[config.mk]
export PLATFORM = sky130hd
export DESIGN_NAME = utf8h_slot_cell
export DESIGN_NICKNAME = d
export VERILOG_FILES = /design/src/rtl/core/utf8h_pkg.sv /design/src/rtl/core/utf8h_slot_cell.sv
export SDC_FILE = /design/constraint.sdc
export NUM_CORES = 1
export LEC_CHECK = 0
export BUFFER_PORTS_ARGS = -buffer_cell sky130_fd_sc_hd__buf_2
export CAP_MARGIN = 10
export CORE_ASPECT_RATIO = 1.5
export CORE_MARGIN = 5
export CORE_UTILIZATION = 50
export DETAILED_ROUTE_END_ITERATION = 16
export GPL_ROUTABILITY_DRIVEN = 0
export HOLD_SLACK_MARGIN = 0.1
export PLACE_DENSITY_LB_ADDON = 0.05
export REMOVE_ABC_BUFFERS = 1
export SLEW_MARGIN = 10
export SYNTH_ARGS = -nofsm -noshare
export SYNTH_HDL_FRONTEND = slang
export SYNTH_SLANG_ARGS = --single-unit
[constraint.sdc]
create_clock -name clk -period 7.6 [get_ports clk]
set_input_delay 0.38 -clock clk [delete_from_list [all_inputs] [get_ports clk]]
set_output_delay 0.38 -clock clk [all_outputs]
set_load 0.05 [all_outputs]
[src/rtl/core/utf8h_pkg.sv]
// Package for the UTF-8 character histogram.
// Holds lead byte limits, parameter defaults and the structs passed between modules.
// No dependencies.
`default_nettype none

package utf8h_pkg;

    localparam int TABLE_DEPTH_DEF = 256;
    localparam int COUNT_WIDTH_DEF = 32;

    localparam logic [7:0] ASCII_MAX = 8'h7F;
    localparam logic [7:0] LEAD2_LO  = 8'hC0;
    localparam logic [7:0] LEAD2_HI  = 8'hDF;
    localparam logic [7:0] LEAD3_LO  = 8'hE0;
    localparam logic [7:0] LEAD3_HI  = 8'hEF;
    localparam logic [7:0] LEAD4_LO  = 8'hF0;
    localparam logic [7:0] LEAD4_HI  = 8'hF7;

    typedef struct packed {
        logic active;
        logic done;
        logic is_new;
    } hop_ctrl_t;

    typedef struct packed {
        logic        valid;
        logic [31:0] word;
        logic [2:0]  len;
    } launch_t;

endpackage

`default_nettype wire

[src/rtl/core/utf8h_slot_cell.sv]
// One slot of the character table, a link in the search chain.
// Compares the passing search with its character, counts or claims, and hands on.
// Depends on utf8h_pkg.
`default_nettype none

module utf8h_slot_cell
    import utf8h_pkg::*;
#(
    parameter int IDX_W       = 8,
    parameter int COUNT_WIDTH = COUNT_WIDTH_DEF,
    parameter int SLOT_INDEX  = 0
)
(
    input  wire logic                   clk,
    input  wire logic                   rst_n,
    input  wire logic [31:0]            word,
    input  wire hop_ctrl_t              hop_in,
    input  wire logic [IDX_W-1:0]       idx_in,
    input  wire logic [COUNT_WIDTH-1:0] cnt_in,
    output hop_ctrl_t                   hop_out,
    output logic [IDX_W-1:0]            idx_out,
    output logic [COUNT_WIDTH-1:0]      cnt_out
);

    localparam logic [IDX_W-1:0] MY_IDX = IDX_W'(SLOT_INDEX);

    logic                   valid_reg, valid_next;
    logic [31:0]            char_reg, char_next;
    logic [COUNT_WIDTH-1:0] count_reg, count_next;
    hop_ctrl_t              hop_reg, hop_next;
    logic [IDX_W-1:0]       idx_reg, idx_next;
    logic [COUNT_WIDTH-1:0] cnt_reg, cnt_next;
    logic                   searching;
    logic                   match;
    logic                   claim;
    logic [COUNT_WIDTH-1:0] count_inc;

    always_comb
    begin
        searching  = hop_in.active && !hop_in.done;
        match      = searching && valid_reg && (char_reg == word);
        claim      = searching && !valid_reg;
        count_inc  = (count_reg == '1) ? count_reg : count_reg + 1'b1;
        hop_next   = hop_in;
        idx_next   = idx_in;
        cnt_next   = cnt_in;
        valid_next = valid_reg;
        char_next  = char_reg;
        count_next = count_reg;
        if (match)
        begin
            hop_next.done   = 1'b1;
            hop_next.is_new = 1'b0;
            idx_next        = MY_IDX;
            cnt_next        = count_inc;
            count_next      = count_inc;
        end
        else if (claim)
        begin
            hop_next.done   = 1'b1;
            hop_next.is_new = 1'b1;
            idx_next        = MY_IDX;
            cnt_next        = COUNT_WIDTH'(1);
            valid_next      = 1'b1;
            char_next       = word;
            count_next      = COUNT_WIDTH'(1);
        end
    end

    always_ff @(posedge clk or negedge rst_n)
    begin
        if (!rst_n)
        begin
            valid_reg <= 1'b0;
            hop_reg   <= '0;
        end
        else
        begin
            valid_reg <= valid_next;
            hop_reg   <= hop_next;
        end
    end

    always_ff @(posedge clk)
    begin
        char_reg  <= char_next;
        count_reg <= count_next;
        idx_reg   <= idx_next;
        cnt_reg   <= cnt_next;
    end

    assign hop_out = hop_reg;
    assign idx_out = idx_reg;
    assign cnt_out = cnt_reg;

endmodule

`default_nettype wire

* Yosys cells after proc, flatten, opt, wreduce, memory -nomap -nowiden
Cells that the tools add are included.
** Cells by class
- Add/subtract/negate cells :: 1
- Equality and inequality tests :: 2
- Muxes and demuxes :: 7
- Bitwise logic cells :: 1
- Reduce and logical (&&, ||, !) cells :: 9
** Operators with widths (count)
- $mux W32 :: 5
- $add A32 B1 Y32 const B :: 1
- $eq A32 B32 Y1 :: 1
- $eq A32 B32 Y1 const B :: 1
- $logic_and A1 B1 Y1 :: 4
- $mux W2 :: 2
- $logic_not A1 Y1 :: 2
- $reduce_and A2 Y1 :: 1
- $reduce_bool A2 Y1 :: 1
- $reduce_or A2 Y1 :: 1
- $not A1 Y1 :: 1
** Storage, ports and cells
- Flip-flop bits (word level) :: 108
- Output and inout port bits :: 43
- Logic and storage cells :: 28

* Depth between registers and ports, before layout
- Depth in word-level cells :: 6
- Mapped depth :: 8

* Worst setup path before layout
Ideal clock, no wire load.
- Path type :: input to register
- Start :: input port hop_in[1] (netlist bit)
- End :: register count_reg[0], enable pin
- Setup time :: 0.387 ns
- Arrival time :: 3.123 ns
- Required time :: 7.213 ns
- Setup slack :: 4.090 ns
- Stages on the path :: 6
- Path buffers :: 2
- Path through :: nand2b_1 -> nor2_1 -> nor2b_1 -> clkbuf_1 -> clkbuf_1 -> inv_1
** Between the ends
- Cells in the longest elaborated chain, start to end :: 5
- Elaborated cells between the ends (all ways) :: 6
- Those cells by class :: reduce/logical (6)
** RTL lines
- start: declaration :: RTL line utf8h_slot_cell.sv:17 : input wire hop_ctrl_t hop_in,
- $logic_not A1 Y1 * :: RTL line utf8h_slot_cell.sv:40 : searching = hop_in.active && !hop_in.done;
- $logic_and A1 B1 Y1 * :: RTL line utf8h_slot_cell.sv:40
- $logic_and A1 B1 Y1 (2 in a row) :: RTL line utf8h_slot_cell.sv:41 : match = searching && valid_reg && (char_reg == word);
- $reduce_bool A2 Y1 (no line) *
- end signal: assignment :: RTL line utf8h_slot_cell.sv:87 : count_reg <= count_next;
- end: declaration :: RTL line utf8h_slot_cell.sv:29 : logic [COUNT_WIDTH-1:0] count_reg, count_next;
Every way passes the cells marked *; elsewhere a longest branch is shown, timed or not.
A chain may end at the register's enable or synchronous reset.

* Worst setup path in the final report
- Start :: register char_reg[19]
- End :: register count_reg[24], enable pin
** Between the ends
- Cells in the longest elaborated chain, start to end :: 3
** RTL lines
- start: declaration :: RTL line utf8h_slot_cell.sv:28 : logic [31:0] char_reg, char_next;
- start signal: assignment :: RTL line utf8h_slot_cell.sv:86 : char_reg <= char_next;
- $eq A32 B32 Y1 :: RTL line utf8h_slot_cell.sv:41
- $logic_and A1 B1 Y1 :: RTL line utf8h_slot_cell.sv:41
- $reduce_bool A2 Y1 (no line)
Every way passes these cells.

==> impl_results.md <==
- WL final: 9420 um
- Crit Path Class: reg -> reg
- Outcome: finished clean
- Die height: 126 um
- Clock Sinks: 108
- Worst path max stage delay: 0.90 ns
- Hpwl dp: 6820 um
- Final setup fails: 0
- Starting Density: 0.509
- Core box area: 8830 um^2
- Final period utilization: 0.430
- Clk pin slew, worst setup/hold paths: 0.07 ns
- Tot GR Track Use: 0.170
- Synth Register Bits: 108
- TritonRoute pass-1 iters: 4
- Clock tree buffer depth: 2
- Crit path DAT: 3.22 ns
- Clock latency on the worst-skew pair: 0.34 ns
- Grt total ovfl: 0
- Row count: 42
- Synth Area per Inst: 12.5 um^2
- DR iter-0 viols: 199
- Area growth syn-to-layout: 22.8%
- Tot Pwr: 1190 uW
- Pleak: 0.00213 uW
- CTS tree: done
- Vias in the first global route: 3172
- Final core occ: 0.625
- Yosys warns: 0
- H-tree depth: 3
- Die area: 11000 um^2
- Post-synth EDFFs: 64
- Max_cap viols: 0
- Cells along the critical path: xor2_1 > nor4_1 > nand4_1 > or3_2 > buf_4 > nor2b_4 > inv_2
- Die width: 87.4 um
- Post-synth cell types: 40
- Routed via count: 3137
- Antenna cell count: 0
- Cell Area, Synth: 4490 um^2
- Cells after Synth: 358
- Worst Skew: 0.00966 ns
- Largest net degree at the start of global routing: 60
- Pwr dens: 216 nW/um^2
- Non-filler instance count after layout: 594
- I/O Buffers: 119
- Post-route DRC: 0
- CP Capture Type: flop
- Root Driver: clkbuf_16
- Layout cells sized above 1: 0.302
- Sequential area share after synthesis: 0.628
- Placed insts: 577
- Via density: 5.28
- Highest-delay cell along the critical path: nor2b_4
- DRT antenna net count: 0
- Commonest register cell after synthesis: edfxtp_1
- WL per Instance: 15.9 um
- CP startpoint kind: flop
- Total negative slack: 0 ns
- Worst Tran Pin Value: 0.950 ns
- Max transition margin: 0.365
- Peak supply drop: 161 uV
- RSZ-0062 raised after global routing: false
- Minimum clock period: 3.27 ns
- Fmax: 306 MHz
- Layout Nets: 557
- # IOs: 120
- First-pass GRT wire length: 14800 um
- Crit-path max FO: 59
- Final Hold Viols: 0
- Worst min path class: in -> reg
- Max Slew Vio Count: 0
- Initial antenna violation count: 0
- CP required: 7.55 ns
- FFs w/ async S/R, synth: 0.0370
- Num CTS Buffers: 9
==> critical path: cells and delay by family (launching register included) <==
kind	cells	cell delay (ns)
xor+xnor	1	0.16
buf+inv	2	1.04
simple gates	4	1.27
flops	1	0.39
==> worst paths after layout <==
path                                       to         start  slack [ns]  depth (start not counted)
max in group asynchronous           valid_reg         rst_n        7.10                          2
worst max register to register  count_reg[24]  char_reg[19]        4.33                          7
worst min-delay path               hop_out[2]     hop_in[2]        0.15                          1
min in group asynchronous          hop_out[1]         rst_n        0.38                          2
worst max-delay path            count_reg[24]  char_reg[19]        4.33                          7
worst min register to register      valid_reg     valid_reg        0.51                          1
==> metrics by stage <==
| step | cell area, um^2 | hold WS [ns] | setup WS, ns |
|---|---|---|---|
| 2_1_floorplan | 4450 | 0.0844 | 3.06 |
| 3_3_place_gp | 5200 | 0.186 | 3.79 |
| 3_5_place_dp | 5200 | 0.192 | 3.71 |
| 4_1_cts | 5520 | 0.145 | 3.82 |
| 5_1_grt | 5520 | 0.157 | 3.98 |
| 6_report | 5520 | 0.154 | 4.33 |
==> timing repair <==
item                                    CTS  global route
endpoints found under the setup margin    0             0
endpoints found under the hold margin     4             0
gates resized for setup                   0             0
hold buffers                              1             0
buffers inserted                          0             0
==> per-layer routing <==
layer / up-vias / GRT usage / wire, um
met5: - / 0 / 0
met4: 0 / 0.0587 / 176
met3: 12 / 0.0366 / 445
met2: 72 / 0.307 / 5050
met1: 1500 / 0.193 / 3750
li1: 1553 / - / -
==> cell type report <==
type                       count  area, um^2
multi-input combinational    234        1620
sequential                   108        2820
clock buffer                   9         225
tap                          110         138
inverter                       4        15.0
clock inverter                 7        75.1
fill                         730        3310
timing repair buffer         122         621
==> layout by cell type (no fill, tap or decap), types with 2 or more instances in the layout <==
cell,count
nor2_2,2
and3_1,3
dfrtp_1,4
and2_1,11
xor2_1,42
clkinvlp_4,3
nand4_1,15
inv_1,3
o2bb2ai_1,25
and4_1,5
nor3b_1,2
buf_4,2
nand2_1,9
nor3_1,6
xnor2_1,17
nand3_1,10
buf_2,119
edfxtp_1,64
clkbuf_16,9
nor4_1,12
nor2_1,44
nand2b_1,4
a21o_1,6
nor4b_1,2
o31a_1,2
dfxtp_1,40
==> cell families (layout without fill, tap and decap cells) <==
logic type / count (synthesis) / count (layout) / share of synthesized area
buffers and inverters: 16 / 142 / 0.0136
muxes: 1 / 1 / 0.00223
DFF: 108 / 108 / 0.628
xor gates and xnor gates: 59 / 59 / 0.115
AOI/OAI and AO/OA: 40 / 40 / 0.0741
and+or+nand+nor: 133 / 133 / 0.164
adders and majority gates: 1 / 1 / 0.00279
==> cell usage after synthesis, types with 2 or more instances <==
cell type  number  share of area
xnor2_1        17          0.033
and3_1          3         0.0042
a21o_1          6          0.010
nand3_1        10          0.011
nand2b_1        4         0.0056
xor2_1         42          0.082
o31a_1          2         0.0039
nor4_1         12          0.017
nand2_1         9         0.0075
dfxtp_1        40           0.18
nor4b_1         2         0.0039
nor2_1         45          0.038
o2bb2ai_1      25          0.049
and4_1          5         0.0097
nor3b_1         2         0.0033
edfxtp_1       64           0.43
clkbuf_1       11         0.0092
nand4_1        15          0.021
dfrtp_1         4          0.022
and2_1         11          0.015
or3_1           2         0.0028
inv_1           4         0.0033
nor3_1          6         0.0067
==> power by group <==
part	leakage [uW]	switching, uW	internal (uW)	total, uW
sequential	0.000984	2.74	628	631
clock	0.000138	204	256	461
combinational	0.00101	65.0	34.0	99.0
(Power assumes the default switching activity.)
