[src/rtl/core/utf8h_pkg.sv]
// Package for the UTF-8 character histogram.
// Holds lead byte limits, parameter defaults and the structs passed between modules.
// No dependencies.
`default_nettype none

package utf8h_pkg;

    localparam int TABLE_DEPTH_DEF = 256;
    localparam int COUNT_WIDTH_DEF = 32;

    localparam logic [7:0] ASCII_MAX = 8'h7F;
    localparam logic [7:0] LEAD2_LO  = 8'hC0;
    localparam logic [7:0] LEAD2_HI  = 8'hDF;
    localparam logic [7:0] LEAD3_LO  = 8'hE0;
    localparam logic [7:0] LEAD3_HI  = 8'hEF;
    localparam logic [7:0] LEAD4_LO  = 8'hF0;
    localparam logic [7:0] LEAD4_HI  = 8'hF7;

    typedef struct packed {
        logic active;
        logic done;
        logic is_new;
    } hop_ctrl_t;

    typedef struct packed {
        logic        valid;
        logic [31:0] word;
        logic [2:0]  len;
    } launch_t;

endpackage

`default_nettype wire

[src/rtl/core/utf8h_assembler.sv]
// Byte grouping for the UTF-8 character histogram.
// Collects bytes into characters and launches one table search per character.
// Depends on utf8h_pkg.
`default_nettype none

module utf8h_assembler
    import utf8h_pkg::*;
(
    input  wire logic       clk,
    input  wire logic       rst_n,
    input  wire logic       in_valid,
    input  wire logic [7:0] in_byte,
    output logic            in_stall,
    input  wire logic       release_busy,
    output launch_t         launch
);

    logic        busy_reg, busy_next;
    logic        launch_reg, launch_next;
    logic [2:0]  open_reg, open_next;
    logic [1:0]  taken_reg, taken_next;
    logic [23:0] partial_reg, partial_next;
    logic [31:0] word_reg, word_next;
    logic [2:0]  len_reg, len_next;
    logic        accept;

    assign accept   = in_valid && !busy_reg;
    assign in_stall = busy_reg;

    always_comb
    begin
        busy_next    = busy_reg;
        launch_next  = 1'b0;
        open_next    = open_reg;
        taken_next   = taken_reg;
        partial_next = partial_reg;
        word_next    = word_reg;
        len_next     = len_reg;
        if (release_busy)
        begin
            busy_next = 1'b0;
        end
        if (accept)
        begin
            if (open_reg == 3'd0)
            begin
                if (in_byte <= ASCII_MAX)
                begin
                    busy_next   = 1'b1;
                    launch_next = 1'b1;
                    word_next   = {in_byte, 24'h000000};
                    len_next    = 3'd1;
                end
                else if (in_byte inside {[LEAD2_LO:LEAD2_HI]})
                begin
                    open_next    = 3'd2;
                    taken_next   = 2'd1;
                    partial_next = {16'h0000, in_byte};
                end
                else if (in_byte inside {[LEAD3_LO:LEAD3_HI]})
                begin
                    open_next    = 3'd3;
                    taken_next   = 2'd1;
                    partial_next = {16'h0000, in_byte};
                end
                else if (in_byte inside {[LEAD4_LO:LEAD4_HI]})
                begin
                    open_next    = 3'd4;
                    taken_next   = 2'd1;
                    partial_next = {16'h0000, in_byte};
                end
            end
            else if (({1'b0, taken_reg} + 3'd1) < open_reg)
            begin
                partial_next = {partial_reg[15:0], in_byte};
                taken_next   = taken_reg + 2'd1;
            end
            else
            begin
                busy_next    = 1'b1;
                launch_next  = 1'b1;
                len_next     = open_reg;
                open_next    = 3'd0;
                taken_next   = 2'd0;
                partial_next = 24'h000000;
                case (open_reg)
                    3'd2:    word_next = {partial_reg[7:0], in_byte, 16'h0000};
                    3'd3:    word_next = {partial_reg[15:0], in_byte, 8'h00};
                    default: word_next = {partial_reg, in_byte};
                endcase
            end
        end
    end

    always_ff @(posedge clk or negedge rst_n)
    begin
        if (!rst_n)
        begin
            busy_reg    <= 1'b0;
            launch_reg  <= 1'b0;
            open_reg    <= 3'd0;
            taken_reg   <= 2'd0;
            partial_reg <= 24'h000000;
        end
        else
        begin
            busy_reg    <= busy_next;
            launch_reg  <= launch_next;
            open_reg    <= open_next;
            taken_reg   <= taken_next;
            partial_reg <= partial_next;
        end
    end

    always_ff @(posedge clk)
    begin
        word_reg <= word_next;
        len_reg  <= len_next;
    end

    assign launch = '{valid: launch_reg, word: word_reg, len: len_reg};

endmodule

`default_nettype wire

[config.mk]
export PLATFORM = sky130hd
export DESIGN_NAME = utf8h_assembler
export DESIGN_NICKNAME = d
export VERILOG_FILES = /design/src/rtl/core/utf8h_pkg.sv /design/src/rtl/core/utf8h_assembler.sv
export SDC_FILE = /design/constraint.sdc
export NUM_CORES = 1
export LEC_CHECK = 0
export ABC_AREA = 1
export BUFFER_PORTS_ARGS = -buffer_cell sky130_fd_sc_hd__buf_2
export CORE_ASPECT_RATIO = 1.1
export CORE_UTILIZATION = 56
export DETAILED_ROUTE_END_ITERATION = 6
export MAX_ROUTING_LAYER = met4
export PLACE_DENSITY = 0.88
export SETUP_SLACK_MARGIN = 0.02
export SYNTH_ARGS = -nofsm -noshare
export SYNTH_HDL_FRONTEND = slang
export SYNTH_SLANG_ARGS = --single-unit
[constraint.sdc]
create_clock -name clk -period 4.1 [get_ports clk]
set_input_delay 0.82 -clock clk [delete_from_list [all_inputs] [get_ports clk]]
set_output_delay 0.82 -clock clk [all_outputs]
set_load 0.005 [all_outputs]
# Word level (Yosys, flattened, before mapping)
# Index checks and enable logic that the tools add are counted.
# classes
addsub	2
n_mux	34
n_reduce_logical	9
n_eq_ne	6
magnitude_cmp	8
# ops
op	n
$mux 24	6
$mux 32	3
$pmux 32 s2	1
$mux 3	9
$ge 8x8->1 const B	3
$le 8x8->1 const B	3
$mux 2	6
$mux 1	9
$le 8x7->1 const B	1
$eq 3x2->1 const B	2
$reduce_and 3->1	2
$logic_and 1x1->1	4
$ne 2x2->1 const B	2
$ne 4x1->1 const B	1
$reduce_and 4->1	1
$add 2x1->3 const B	1
$logic_not 3->1	1
$lt 3x3->1	1
$add 2x1->2 const B	1
$ne 2x1->1 const B	1
$logic_not 1->1	1
# totals
out_inout_bits	37
word_cells	66
reg_bits	66
input_bits	12

# Logic depth before layout (Yosys ltp)
# depth
word_depth	7
ltp_mapped	9
depth_no_buf	8

# Worst setup path after synthesis
# OpenSTA, ideal clock, no wires.
# synth_timing
path_type	reg-to-reg
start	register taken_reg[0]
end	register len_reg[0] (enable)
n_path_buf	0
period_less_slack_ns	3.311
slack_ns	0.789
t_required_ns	3.673
setup_time_ns	0.427
path_stages_with_launch	7
arrival_ns	2.884
cell_sequence	dfrtp_1 ha_1 ha_1 nand3_1 nand3_2 nand2_1 nor2_1
# synth_via
elab_chain_len	4
# synth_lines
element	line	rtl
from (decl)	utf8h_assembler.sv:21	logic [1:0] taken_reg, taken_next;
from (signal assigned)	utf8h_assembler.sv:110	taken_reg <= taken_next;
$add 2x1->3	utf8h_assembler.sv:73	else if (({1'b0, taken_reg} + 3'd1) < open_reg)
$lt 3x3->1	utf8h_assembler.sv:73	
$ne 2x2->1 (no source line)	-	
$reduce_and 3->1 (no source line)	-	
to (signal assigned)	utf8h_assembler.sv:118	len_reg <= len_next;
to (decl)	utf8h_assembler.sv:24	logic [2:0] len_reg, len_next;
# No other way between the ends.
# A chain may end at the register's enable or synchronous reset.

# Worst setup path in the final report
# layout_timing
start	register taken_reg[0]
end	register word_reg[16] (enable)
# layout_via
elab_chain_len	4
# layout_lines
element	line	rtl
$add 2x1->3	utf8h_assembler.sv:73	
$lt 3x3->1	utf8h_assembler.sv:73	
$ne 2x2->1 (no source line)	-	
$reduce_and 3->1 (no source line)	-	
to (signal assigned)	utf8h_assembler.sv:117	word_reg <= word_next;
to (decl)	utf8h_assembler.sv:23	logic [31:0] word_reg, word_next;
# No other way between the ends.

==> key figures <==
Detailed routing
  – Total number of vias: between 2000 and 3000
  – Drt first pass iters: 5
  – Antenna Nets Post-Route: 0
  – Drt via density: between 5 and 6
  – Post-route DRC: 0
  – Post-Route WL: slightly above 7000 um
  – Detailed Route Iter0 Violations: between 300 and 400
  – WL per Instance: 14.2 um

Setup path
  – WP data required: 4.10 ns
  – Startpoint Class: flip-flop
  – Setup CP Type: reg -> reg
  – Crit path DAT: ~2.9 ns
  – Most used cell, CP: ha_1
  – Slowest-stage cell, CP: nand3_2
  – Largest delay contributor family on the critical path: simple AND/OR/NAND/NOR gates
  – Critical-path maximum fanout: 35
  – Max incr delay on CP: between 0.4 and 0.5 ns
  – Cells on worst reg2reg path: 7
  – Worst r2r src: taken_reg[0]
  – Stages on worst setup path: 7
  – Worst setup EP type: flip-flop
  – Worst reg2reg path endpoint: word_reg[16]
  – Reg2reg setup slack: 1.20 ns
  – Cell Chain, Critical Path: ha_1, ha_1, nand3_1, nand3_2, nand2_1, nor2_2, buf_4
  – WP buf/inv: 1

Synthesis
  – Post-synth EDFFs: 35
  – Cell area after synthesis: 3210 sq um
  – Sequential share of the synthesized area: between 50% and 60%
  – Asr flop ratio synth: a little under half
  – Post-Synthesis Cells: 376
  – Yosys warns: 0
  – Mean Syn Cell Area: 8.54 sq um
  – Syn Nets: around 400
  – Synth Register Bits: 66
  – Top FF cell, synth: edfxtp_1
  – Cell variety after synth: 26

Finish
  – Area Growth Syn to Fin: 14.5%
  – ANT cells: 0
  – Layout cells sized above 1: 18.8%
  – Nets@finish: roughly 440
  – Fillers: approximately 420
  – Post-Route Utilization: between 60% and 70%
  – Largest register FFs: 32
  – Reg area: 1830 sq um
  – Multi-input gate area: around 1200 sq um

Timing
  – Setup violation total in the final timing report: 0
  – Min Tclk post-route: between 2 and 3 ns
  – Setup TNS: 0 ns
  – Slew HR: between 50% and 60%
  – RSZ-0062 raised after global routing: false
  – Fmax: 345 MHz
  – Hold Vio Cnt, Final: 0
  – Final worst slack: roughly 1.2 ns
  – Max-slew violations: 0
  – Tcrit/Tclk final: 70.7%
  – Layout Skew: between 0.007 and 0.008 ns
  – Worst Tran Pin Value: just over 0.7 ns

Clock network
  – Post-CTS Setup Inserts: 0
  – CTS Sinks: 66
  – CTS Buf Count: 9
  – Post-CTS sizing: 0
  – Root buffer cell: clkbuf_8
  – Htree depth: 3
  – Reg clk slew, reported paths: approximately 0.07 ns
  – CTS tree: built
  – Hold_buf cts: 0
  – Max Root-Sink Buffers: 2
  – Clk_lat worst skew: 0.35 ns

Global route
  – Gr usage total: 26.9%
  – Initial antenna violation count: 0
  – Largest net degree at the start of global routing: 36
  – Vias in the first global route: 2372
  – Total global routing overflow: 0
  – First-pass GRT wire length: about 11000 um

Worst hold path
  – Hold path start: partial_reg[17]
  – Min-Delay Path Depth: 2
  – Worst hold path type: reg -> reg
  – Hold EP: partial_reg[17]

Pwr
  – VDD IR max: roughly 330 uV
  – Power density cells: about 800 nW/um^2
  – Static leakage: roughly 0.0018 uW

Die
  – Initial core utilization: ~60%
  – Vert. Die Dim: ~81 um
  – Core Area: ~5500 sq um
  – Die area: between 6000 and 7000 sq um
  – Chip Width: 74.2 um
  – I/O Pins: between 40 and 50
  – Site Rows: 28

Job
  – Max_cap viols: 0

Placement
  – Gpl congestion: 0.923
  – Port Buffer Count: 48
  – HPWL Detailed: about 4600 um
  – Pre-CTS setup slack: 1.24 ns

Run status
  – Outcome: completed
==> where the power goes <==
group,leakage (uW),switching (uW),total (uW),internal [uW]
logic,0.000921,861,1220,358
registers,0.000745,120,1130,1010
clock network,0.000113,255,597,342
==> cells in the final DEF, fill, tap and decap left out, types with 2 or more instances in the layout <==
cell,netlist,routed
o21ai_0,5,5
nand2_2,3,3
a21oi_1,4,4
dfrtp_1,31,31
nand3_1,24,24
o32ai_1,2,2
nor2_1,33,32
inv_2,3,3
o21ai_1,14,14
o22ai_1,3,3
nor2_2,2,3
edfxtp_1,35,35
clkbuf_8,0,9
nand2_4,2,2
bufinv_16,0,2
o211ai_1,3,3
ha_1,3,3
inv_1,30,30
buf_2,6,48
nand2_1,150,150
clkinv_2,0,3
nand4_1,9,9
==> metrics by stage <==
stage,hold slack [ns],cell area (sq um),instances,power [uW]
after floorplan,0.449,3210,376,2010
after global placement,0.463,3460,484,2310
after detailed placement,0.469,3460,484,2330
after CTS,0.486,3680,500,2930
after global routing,0.501,3680,500,3160
final,0.488,3680,500,2950
==> worst reg2reg max path, delay by kind of cell (launching register included) <==
family | cells | cell delay [ns]
AND/OR/NAND/NOR | 4 | 1.17
buffers and inverters | 1 | 0.36
adder cells (fa/ha/maj) | 2 | 0.61
flip-flops | 1 | 0.41
==> how the worst max path moves through the flow <==
stage / from / slack (ns) / end
after floorplan: taken_reg[0] / 0.79 / len_reg[0]
after CTS: taken_reg[0] / 1.22 / word_reg[16]
after detailed placement: taken_reg[0] / 1.24 / word_reg[28]
after global placement: taken_reg[0] / 1.35 / word_reg[28]
final: taken_reg[0] / 1.20 / word_reg[16]
after global routing: taken_reg[0] / 0.99 / word_reg[16]
==> area by class of cell <==
cell class | instances | share of cell area, %
flip-flops and latches | 66 | 49.7
multi-input cells | 260 | 31.6
repair buffers | 49 | 6.74
inverters | 34 | 3.54
clock buffers | 9 | 3.37
well taps | 75 | 2.55
clock inverters | 7 | 2.52
==> metal layers <==
| metal | wire, um | global-route usage, % | share of wire [%] |
|---|---|---|---|
| met5 | 0 | - | 0 |
| met2 | 3350 | 39.6 | 47 |
| met3 | 561 | 4.34 | 7.9 |
| met1 | 2980 | 36.0 | 42 |
| met4 | 183 | 13.3 | 2.6 |
==> cell usage after synthesis (3+ instances only) <==
cell type	n	area, sq um
dfrtp_1	31	776
o21ai_1	14	70.1
inv_1	30	113
clkbuf_1	4	15.0
a21oi_1	4	20.0
buf_4	5	37.5
ha_1	3	37.5
o21ai_0	5	25.0
nor2_1	33	124
nand3_1	24	120
nand2_1	150	563
nand2_2	3	18.8
inv_2	3	11.3
buf_2	6	30.0
edfxtp_1	35	1050
o22ai_1	3	18.8
nand4_1	9	56.3
o211ai_1	3	22.5
==> logic make-up (layout without fill, tap and decap cells) <==
kind of cell | Yosys count | count (layout) | synth area share (%)
fa+ha+maj | 3 | 3 | 1.17
buf+inv | 50 | 99 | 6.98
flops | 66 | 66 | 56.9
simple gates | 225 | 225 | 29.2
compound gates | 32 | 32 | 5.69
Note: power is estimated with default switching activity, not from simulation.
